<file path="config.mk">
export PLATFORM = sky130hd
export DESIGN_NAME = tli_divider
export DESIGN_NICKNAME = d
export VERILOG_FILES = /design/src/rtl/table_linear_interpolator_defines.svh /design/src/rtl/tli_pkg.sv /design/src/rtl/tli_divider.sv
export SDC_FILE = /design/constraint.sdc
export NUM_CORES = 1
export LEC_CHECK = 0
export ABC_AREA = 1
export BUFFER_PORTS_ARGS = -buffer_cell sky130_fd_sc_hd__buf_2
export CAP_MARGIN = 30
export CORE_MARGIN = 10
export CORE_UTILIZATION = 61
export DETAILED_ROUTE_END_ITERATION = 7
export PLACE_DENSITY = 0.95
export SYNTH_ARGS = -nofsm -noshare
export SYNTH_HDL_FRONTEND = slang
export SYNTH_SLANG_ARGS = --single-unit
</file>
<file path="constraint.sdc">
create_clock -name clk -period 6.05 [get_ports clk]
set_clock_uncertainty 0.15 [all_clocks]
set_input_delay 0.3025 -clock clk [delete_from_list [all_inputs] [get_ports clk]]
set_output_delay 0.3025 -clock clk [all_outputs]
set_load 0.005 [all_outputs]
</file>
<file path="src/rtl/table_linear_interpolator_defines.svh">
// assertion macros for the breakpoint interpolator
`ifndef TABLE_LINEAR_INTERPOLATOR_DEFINES_SVH
`define TABLE_LINEAR_INTERPOLATOR_DEFINES_SVH

`ifndef SYNTH
// property holds at every edge out of reset
`define TLI_ASSERT(lbl, clk, rst_n, prop, msg) \
	lbl: assert property (@(posedge clk) disable iff (!rst_n) (prop)) else $error(msg);
// condition in one cycle implies a condition in the next
`define TLI_ASSERT_NEXT(lbl, clk, rst_n, pre, post, msg) \
	lbl: assert property (@(posedge clk) disable iff (!rst_n) (pre) |=> (post)) else $error(msg);
`else
`define TLI_ASSERT(lbl, clk, rst_n, prop, msg)
`define TLI_ASSERT_NEXT(lbl, clk, rst_n, pre, post, msg)
`endif

`endif

</file>
<file path="src/rtl/tli_pkg.sv">
package tli_pkg;

	localparam int TABLE_DEPTH = 64;
	localparam int FRAC_BITS   = 16;
	localparam int IDX_W       = $clog2(TABLE_DEPTH);
	localparam int CNT_W       = IDX_W + 1;
	localparam int DATA_W      = 32;

	// command codes
	localparam logic [1:0] CMD_CLEAR = 2'd0;
	localparam logic [1:0] CMD_LOAD  = 2'd1;
	localparam logic [1:0] CMD_QUERY = 2'd2;

	// status codes
	localparam logic [2:0] STS_HIT     = 3'd0;
	localparam logic [2:0] STS_INTERP  = 3'd1;
	localparam logic [2:0] STS_RANGE   = 3'd2;
	localparam logic [2:0] STS_EMPTY   = 3'd3;
	localparam logic [2:0] STS_LOADED  = 3'd4;
	localparam logic [2:0] STS_FULL    = 3'd5;
	localparam logic [2:0] STS_CLEARED = 3'd6;

	typedef logic signed [DATA_W-1:0] q16_t;

	typedef struct packed {
		q16_t value;
		q16_t key;
	} entry_t;

endpackage

</file>
<file path="src/rtl/tli_divider.sv">
module tli_divider (
	input  logic                           clk,
	input  logic                           arst_n,
	input  logic                           start,
	input  logic [2*tli_pkg::DATA_W-1:0]   num,
	input  logic [tli_pkg::DATA_W-1:0]     den,
	output logic                           busy,
	output logic                           done,
	output logic [tli_pkg::DATA_W-1:0]     quo
);
	import tli_pkg::*;

	localparam int STEP_W = $clog2(DATA_W);

	// quotient is known to fit in DATA_W bits, so the high half of num is below den
	logic [DATA_W-1:0] rem_q;
	logic [DATA_W-1:0] low_q;
	logic [STEP_W-1:0] step_q;
	logic              busy_q;
	logic              done_q;
	logic [DATA_W:0]   shifted;
	logic [DATA_W:0]   trial;

	assign shifted = {rem_q, low_q[DATA_W-1]};
	assign trial   = shifted - {1'b0, den};

	always_ff @(posedge clk or negedge arst_n) begin
		if (!arst_n) begin
			busy_q <= 1'b0;
			done_q <= 1'b0;
			step_q <= '0;
		end else begin
			done_q <= 1'b0;
			if (start) begin
				busy_q <= 1'b1;
				step_q <= '0;
			end else if (busy_q) begin
				step_q <= step_q + STEP_W'(1);
				if (step_q == STEP_W'(DATA_W - 1)) begin
					busy_q <= 1'b0;
					done_q <= 1'b1;
				end
			end
		end
	end

	always_ff @(posedge clk) begin
		if (start) begin
			rem_q <= num[2*DATA_W-1:DATA_W];
			low_q <= num[DATA_W-1:0];
		end else if (busy_q) begin
			if (!trial[DATA_W]) begin
				rem_q <= trial[DATA_W-1:0];
				low_q <= {low_q[DATA_W-2:0], 1'b1};
			end else begin
				rem_q <= shifted[DATA_W-1:0];
				low_q <= {low_q[DATA_W-2:0], 1'b0};
			end
		end
	end

	assign busy = busy_q;
	assign done = done_q;
	assign quo  = low_q;

endmodule

</file>
==> run metrics, run 1 <==
run status finished, final reports clean; part of the Yosys area used for sequential elements 0.330; required time reported for the critical path endpoint 6.02 ns; Post-Syn Area per Cell 6.37 µm²; Final Routed Wirelength 18300 µm; Area growth syn-to-layout 14.9%; die boundary width 122 µm; GR Layer Usage met3 0.0814; final critical-path share of the clock period 0.498; CTS tree yes; final core occ 0.713; global-route wire length before repair 30100 µm; Routability Congestion 0.982; Routed Antenna Nets 0; overall power consumption 3.24 mW; final-stage net count 1256; global-route met1 utilization 0.293; leakage power 4.39 nW; number of hold violations in the final report 0; number of design-rule violations left by the first detailed-router iteration 539; Initial Util 0.620; met2 GRT Util 0.411; number of fillers in the final layout 878; crit path kind register to register; transition at the pin with the smallest max-transition slack 0.708 ns; CTS H-Tree Depth 3; power share of the sequential group 0.245; buffers inserted by post-CTS timing repair 0; Final Slew Violations 0; number of iterations in the first detailed-routing pass 6; drt drc 0; Arrival @ worst endpoint 2.98 ns; std cell rows 37; register bit total from synthesis 71; unrepaired setup endpoints after global routing false; number of antenna violations at the first check in global routing 0; num ports 133; clock-pin slew on the worst setup and hold paths 0.09 ns; RR Startpoint quo[31]; clock tree sinks 71; achievable frequency 332 MHz; combinational share of power 0.632; Worst Setup SP quo[31]; Finished Layout Cells 1263; max-slew headroom at the worst pin 0.526; total global routing track utilization 0.248; time the final worst path needs with I/O delays and setup 3.01 ns; post-DR wirelength/cell 14.5 µm; PwrDens 444 mW/mm²; post-synthesis instance area 0.00635 mm²; crit-path max FO 20; instance count after placement with tap cells included 1246; number of nets in the synthesized netlist 1131; Clock Latency Late Sink 0.37 ns; sw frac 0.504; synthesis warning total 0; clk root buf sky130_fd_sc_hd__clkbuf_8; number of distinct library cell variants in the gate-level netlist after synthesis 34; number of buffers on the longest clock path 2; relative contribution of the clock network to total power 0.123; element type at the critical path end register; final number of setup-violating endpoints 0; IR Drop Worst-Case VDD 0.199 mV; peak-usage layer in the global routing report met2; Tightest Hold Check Type input pin to register; net switching power figure 1.63 mW; vias in the first global route 6531; Die Outline Area 0.0149 mm²; Antenna Diode Count 0; detailed-route vias per instance 5.24; startpoint kind of the worst setup timing path register; number of standard cells after synthesis 997; HPWL after detailed placement 14200 µm; Sum Neg Setup Slack 0 ns; residual overflow from global routing 0; number of buffers created by CTS 9; core footprint 0.0102 mm²; beginning of the worst hold path num[37]; Port Buffer Count 132; proportion of layout cells with a drive suffix above 1 0.155; largest net degree at the start of global routing 71; internal cell power 1.61 mW; Max Cap Viol 0; via total after detailed routing 6617; floorplan die height 122 µm
==> state kept, by name (all words and copies together) (netlist names) <==
name    count
step_q      5
quo        32
done        1
busy        1
rem_q      32
==> cell usage in the layout, fill, tap and decap left out, types with 3 or more instances in the layout <==
master / synthesis / routed
sky130_fd_sc_hd__a21oi_1: 24 / 24
sky130_fd_sc_hd__and2_1: 4 / 4
sky130_fd_sc_hd__buf_2: 3 / 132
sky130_fd_sc_hd__buf_4: 3 / 3
sky130_fd_sc_hd__clkbuf_8: 0 / 9
sky130_fd_sc_hd__dfrtp_1: 7 / 7
sky130_fd_sc_hd__edfxtp_1: 64 / 64
sky130_fd_sc_hd__ha_1: 34 / 34
sky130_fd_sc_hd__inv_1: 184 / 184
sky130_fd_sc_hd__nand2_1: 450 / 449
sky130_fd_sc_hd__nand2_2: 10 / 11
sky130_fd_sc_hd__nand2_4: 4 / 4
sky130_fd_sc_hd__nand3_1: 90 / 90
sky130_fd_sc_hd__nand3_2: 3 / 3
sky130_fd_sc_hd__nand3b_1: 12 / 12
sky130_fd_sc_hd__nand4_1: 7 / 7
sky130_fd_sc_hd__nor2_1: 42 / 42
sky130_fd_sc_hd__nor3_1: 8 / 8
sky130_fd_sc_hd__o21ai_0: 5 / 5
sky130_fd_sc_hd__o21bai_1: 5 / 5
sky130_fd_sc_hd__xnor2_1: 7 / 7
==> power groups by stage <==
stage | Combinational, mW | Sequential (mW) | Clock, mW
after floorplan | 1.57 | 0.781 | 0
after global placement | 1.95 | 0.793 | 0
after detailed placement | 1.99 | 0.800 | 0
after CTS | 2.01 | 0.792 | 0.398
after global routing | 2.32 | 0.808 | 0.421
final | 2.05 | 0.793 | 0.398
==> area by class of cell <==
| type | count | area, µm² | area share |
|---|---|---|---|
| Multi-Input combinational cell | 718 | 3440 | 0.472 |
| Timing Repair Buffer | 136 | 693 | 0.0951 |
| Tap cell | 136 | 170 | 0.0233 |
| Inverter | 186 | 698 | 0.0958 |
| Clock buffer | 11 | 131 | 0.0180 |
| Clock inverter | 5 | 58.8 | 0.00807 |
| Sequential cell | 71 | 2100 | 0.288 |
==> metal layers <==
metal | up-vias | part of all wire | wire (µm)
li1 | 3330 | - | -
met1 | 2966 | 0.41 | 7470
met2 | 282 | 0.46 | 8420
met3 | 39 | 0.10 | 1860
met4 | 0 | 0.028 | 505
met5 | - | 0 | 0
==> synthesized netlist by cell type (all sizes together) <==
cell / count / area (µm²)
a21o: 2 / 15.0
a21oi: 27 / 161
a31oi: 1 / 6.26
and2: 4 / 25.0
and3: 1 / 6.26
buf: 9 / 63.8
clkbuf: 13 / 48.8
clkinv: 1 / 3.75
dfrtp: 7 / 175
edfxtp: 64 / 1920
fa: 1 / 20.0
ha: 34 / 425
inv: 185 / 694
nand2: 464 / 1800
nand3: 94 / 498
nand3b: 12 / 90.1
nand4: 7 / 43.8
nor2: 44 / 170
nor3: 8 / 40.0
o21ai: 5 / 25.0
o21bai: 5 / 37.5
xnor2: 7 / 61.3
xor2: 2 / 17.5
==> path summary, 6_finish.rpt <==
| check | end | slack (ns) | cells after the start |
|---|---|---|---|
| hold / removal | rem_q[5] | 0.05 | 3 |
| setup reg to reg | rem_q[26] | 3.04 | 17 |
| min in group asynchronous | step_q[2] | 0.14 | 2 |
| setup / recovery | rem_q[26] | 3.04 | 17 |
| hold reg to reg | step_q[2] | 0.37 | 1 |
| max in group asynchronous | step_q[4] | 5.44 | 2 |
==> per-stage QoR <==
| step | setup WS [ns] | instance area [µm²] | hold WS (ns) |
|---|---|---|---|
| after detailed placement | 3.05 | 7090 | -0.00225 |
| after global routing | 2.82 | 7290 | 0.0443 |
| final | 3.04 | 7290 | 0.0481 |
| after floorplan | 3.03 | 6350 | -0.143 |
| after global placement | 3.18 | 7090 | -0.00104 |
| after CTS | 3.06 | 7290 | 0.0428 |
==> critical path: stages (launching register included) <==
cell	delay (ns)
sky130_fd_sc_hd__edfxtp_1	0.34
sky130_fd_sc_hd__inv_1	0.06
sky130_fd_sc_hd__ha_1	0.21
sky130_fd_sc_hd__fa_1	0.43
sky130_fd_sc_hd__inv_1	0.12
sky130_fd_sc_hd__nand2_1	0.05
sky130_fd_sc_hd__nand2_1	0.07
sky130_fd_sc_hd__nand3_1	0.08
sky130_fd_sc_hd__nand2_2	0.11
sky130_fd_sc_hd__nand2_2	0.06
sky130_fd_sc_hd__nand2_2	0.09
sky130_fd_sc_hd__nand2_4	0.08
sky130_fd_sc_hd__nand2_4	0.09
sky130_fd_sc_hd__nand2_4	0.15
sky130_fd_sc_hd__nand2_2	0.39
sky130_fd_sc_hd__nand2_1	0.12
sky130_fd_sc_hd__nand3_1	0.10
sky130_fd_sc_hd__nand2_1	0.06
==> cells by family (layout without fill, tap and decap cells) <==
kind of cell,count (synthesis),count (layout),synth area share
compound gates,40,40,0.0386
xor+xnor,9,9,0.0124
fa+ha+maj,35,35,0.0702
flops,71,71,0.330
buf+inv,208,338,0.128
simple gates,634,634,0.421
==> repair_timing <==
item | CTS | global route
resized for setup | 0 | 0
hold buffers | 1 | 0
hold endpoints to repair | 7 | 0
Power figures use the tool's default switching activity.
==> run 2, diff against run 1 <==
--- a/config.mk
+++ b/config.mk
@@ -9,9 +9,9 @@
 export BUFFER_PORTS_ARGS = -buffer_cell sky130_fd_sc_hd__buf_2
 export CAP_MARGIN = 30
 export CORE_MARGIN = 10
-export CORE_UTILIZATION = 61
+export CORE_UTILIZATION = 51
 export DETAILED_ROUTE_END_ITERATION = 7
-export PLACE_DENSITY = 0.95
+export PLACE_DENSITY = 0.86
 export SYNTH_ARGS = -nofsm -noshare
 export SYNTH_HDL_FRONTEND = slang
 export SYNTH_SLANG_ARGS = --single-unit
==> constraint.sdc (replaced) <==
create_clock -name clk -period 2.47 [get_ports clk]
set_clock_uncertainty 0.15 [all_clocks]
set_input_delay 0.1235 -clock clk [delete_from_list [all_inputs] [get_ports clk]]
set_output_delay 0.1235 -clock clk [all_outputs]
set_load 0.005 [all_outputs]
==> run 2 against run 1 <==
Against the previous run: the flow now finishes with violations (negative setup slack); via count is 12% higher; maximum frequency is 18% higher; count of clock-buffer cells in the layout is 2 lower; setup slack worse by 3.1 ns; worst hold slack better by 0.13 ns; final cell count is 14% higher; sequential cell count stayed put; combinational power grew to 3.7 times the previous value; first-iteration DRC count is 5.4% higher; routed wire length is 26% higher; non-clock buffer count is 147 higher; critical path type unchanged; largest cell class unchanged.
==> run metrics, run 2 (same netlist as run 1, synthesis figures left out) <==
run status complete, but fails checks; failing checks negative setup slack; vias in the first global route 7322; number of antenna violations at the first check in global routing 3; leakage power 5.25 nW; number of hold violations in the final report 0; startpoint kind of the worst setup timing path register; detailed-route vias per instance 5.15; required time reported for the critical path endpoint 2.43 ns; placed inst area 0.00762 mm²; final critical-path share of the clock period 1.04; num ports 133; Routability Congestion 0.995; RR Startpoint rem_q[19]; CTS tree yes; Worst Setup SP rem_q[19]; worst slack at placement -0.111 ns; core footprint 0.0121 mm²; clk root buf sky130_fd_sc_hd__clkbuf_16; Die Outline Area 0.0173 mm²; worst hold margin 0.174 ns; max-slew headroom at the worst pin 0.465; register cell area after layout 0.00210 mm²; achievable frequency 391 MHz; post-DR wirelength/cell 16.0 µm; combined area of the multi-input logic cells 0.00401 mm²; Final Slew Violations 0; beginning of the worst hold path den[0]; final core occ 0.781; residual overflow from global routing 0; largest net degree at the start of global routing 70; leading cell type in the layout, fill and taps excluded sky130_fd_sc_hd__nand2_1; Tightest Hold Check Type input pin to register; number of iterations in the first detailed-routing pass 5; Sum Neg Setup Slack -1.10 ns; unrepaired setup endpoints after global routing true; Final Routed Wirelength 23000 µm; Max Cap Viol 0; element type at the critical path end register; global-route wire length before repair 35600 µm; final setup slack of the worst path -0.0891 ns; CTS H-Tree Depth 3; time the final worst path needs with I/O delays and setup 2.56 ns; IR Drop Worst-Case VDD 0.560 mV; Clock Latency Late Sink 0.35 ns; via total after detailed routing 7434; proportion of layout cells with a drive suffix above 1 0.275; floorplan die height 132 µm; final number of setup-violating endpoints 23; drt drc 0; HPWL after detailed placement 15100 µm; transition at the pin with the smallest max-transition slack 0.803 ns; crit-path max FO 4; clock-pin slew on the worst setup and hold paths 0.07 ns; number of buffers on the longest clock path 2; final-stage net count 1404; leading cell types in the layout, fill and taps excluded 407 x sky130_fd_sc_hd__nand2_1, 182 x sky130_fd_sc_hd__inv_1, 132 x sky130_fd_sc_hd__buf_2; total global routing track utilization 0.247; Arrival @ worst endpoint 2.52 ns; Area growth syn-to-layout 49.0%; PwrDens 1180 mW/mm²; Routed Antenna Nets 0; crit path kind register to register; number of buffers created by CTS 9; clock tree sinks 71; post-layout instance area 0.00946 mm²; die boundary width 132 µm; number of design-rule violations left by the first detailed-router iteration 568; number of fillers in the final layout 856; std cell rows 40; Initial Util 0.524; Port Buffer Count 132
## run 2: cell type report
cell class / count / area share
Inverter: 186 / 0.0738
Sequential cell: 71 / 0.222
Clock buffer: 9 / 0.0238
Multi-Input combinational cell: 719 / 0.424
Clock inverter: 7 / 0.0108
Timing Repair Buffer: 283 / 0.223
Antenna cell: 1 / 0.000265
Tap cell: 168 / 0.0222
## run 2: repair_timing
action	in CTS	in global routing
gates resized for setup	31	86
endpoints found under the setup margin	32	33
pin swaps	20	44
hold buffers	67	0
endpoints found under the hold margin	71	0
cloned	1	2
setup buffers	8	13
## run 2: final timing paths
| path | to | slack (ns) | cells after the start |
|---|---|---|---|
| setup / recovery | rem_q[29] | -0.09 | 14 |
| hold / removal | rem_q[0] | 0.17 | 5 |
| setup reg to reg | rem_q[29] | -0.09 | 14 |
| hold reg to reg | step_q[4] | 0.39 | 2 |
| max in group asynchronous | step_q[1] | 0.91 | 4 |
| min in group asynchronous | busy | 0.51 | 3 |
## run 2: report_power, final
group | leakage (nW) | total, mW | internal, mW | switching [mW]
clock | 0.157 | 1.51 | 0.899 | 0.612
sequential | 0.786 | 2.03 | 1.75 | 0.287
combinational | 4.31 | 7.59 | 3.33 | 4.26
## run 2: per-layer routing
layer | global-route usage | wire length (µm) | part of all wire | vias to the layer above
li1 | - | - | - | 3623
met1 | 0.301 | 9400 | 0.41 | 3396
met2 | 0.405 | 10900 | 0.47 | 333
met3 | 0.0625 | 1890 | 0.082 | 78
met4 | 0.107 | 852 | 0.037 | 4
met5 | 0 | 21 | 0.00091 | -
## run 2: through the flow
stage	power (mW)	cells
global route	11.9	1443
CTS	9.73	1428
detailed placement	7.68	1337
global placement	7.56	1337
finish	11.1	1444
floorplan	5.76	997
## run 2: critical path: stages (launching register included)
cell	delay [ns]
sky130_fd_sc_hd__edfxtp_1	0.43
sky130_fd_sc_hd__ha_1	0.32
sky130_fd_sc_hd__buf_4	0.16
sky130_fd_sc_hd__nand2_1	0.13
sky130_fd_sc_hd__inv_1	0.05
sky130_fd_sc_hd__nand2_1	0.06
sky130_fd_sc_hd__nand2_1	0.06
sky130_fd_sc_hd__inv_1	0.05
sky130_fd_sc_hd__nand2_1	0.07
sky130_fd_sc_hd__a21oi_1	0.29
sky130_fd_sc_hd__nand3_1	0.18
sky130_fd_sc_hd__nand2_1	0.16
sky130_fd_sc_hd__nand2_4	0.06
sky130_fd_sc_hd__nand3_2	0.06
sky130_fd_sc_hd__nand2_2	0.06
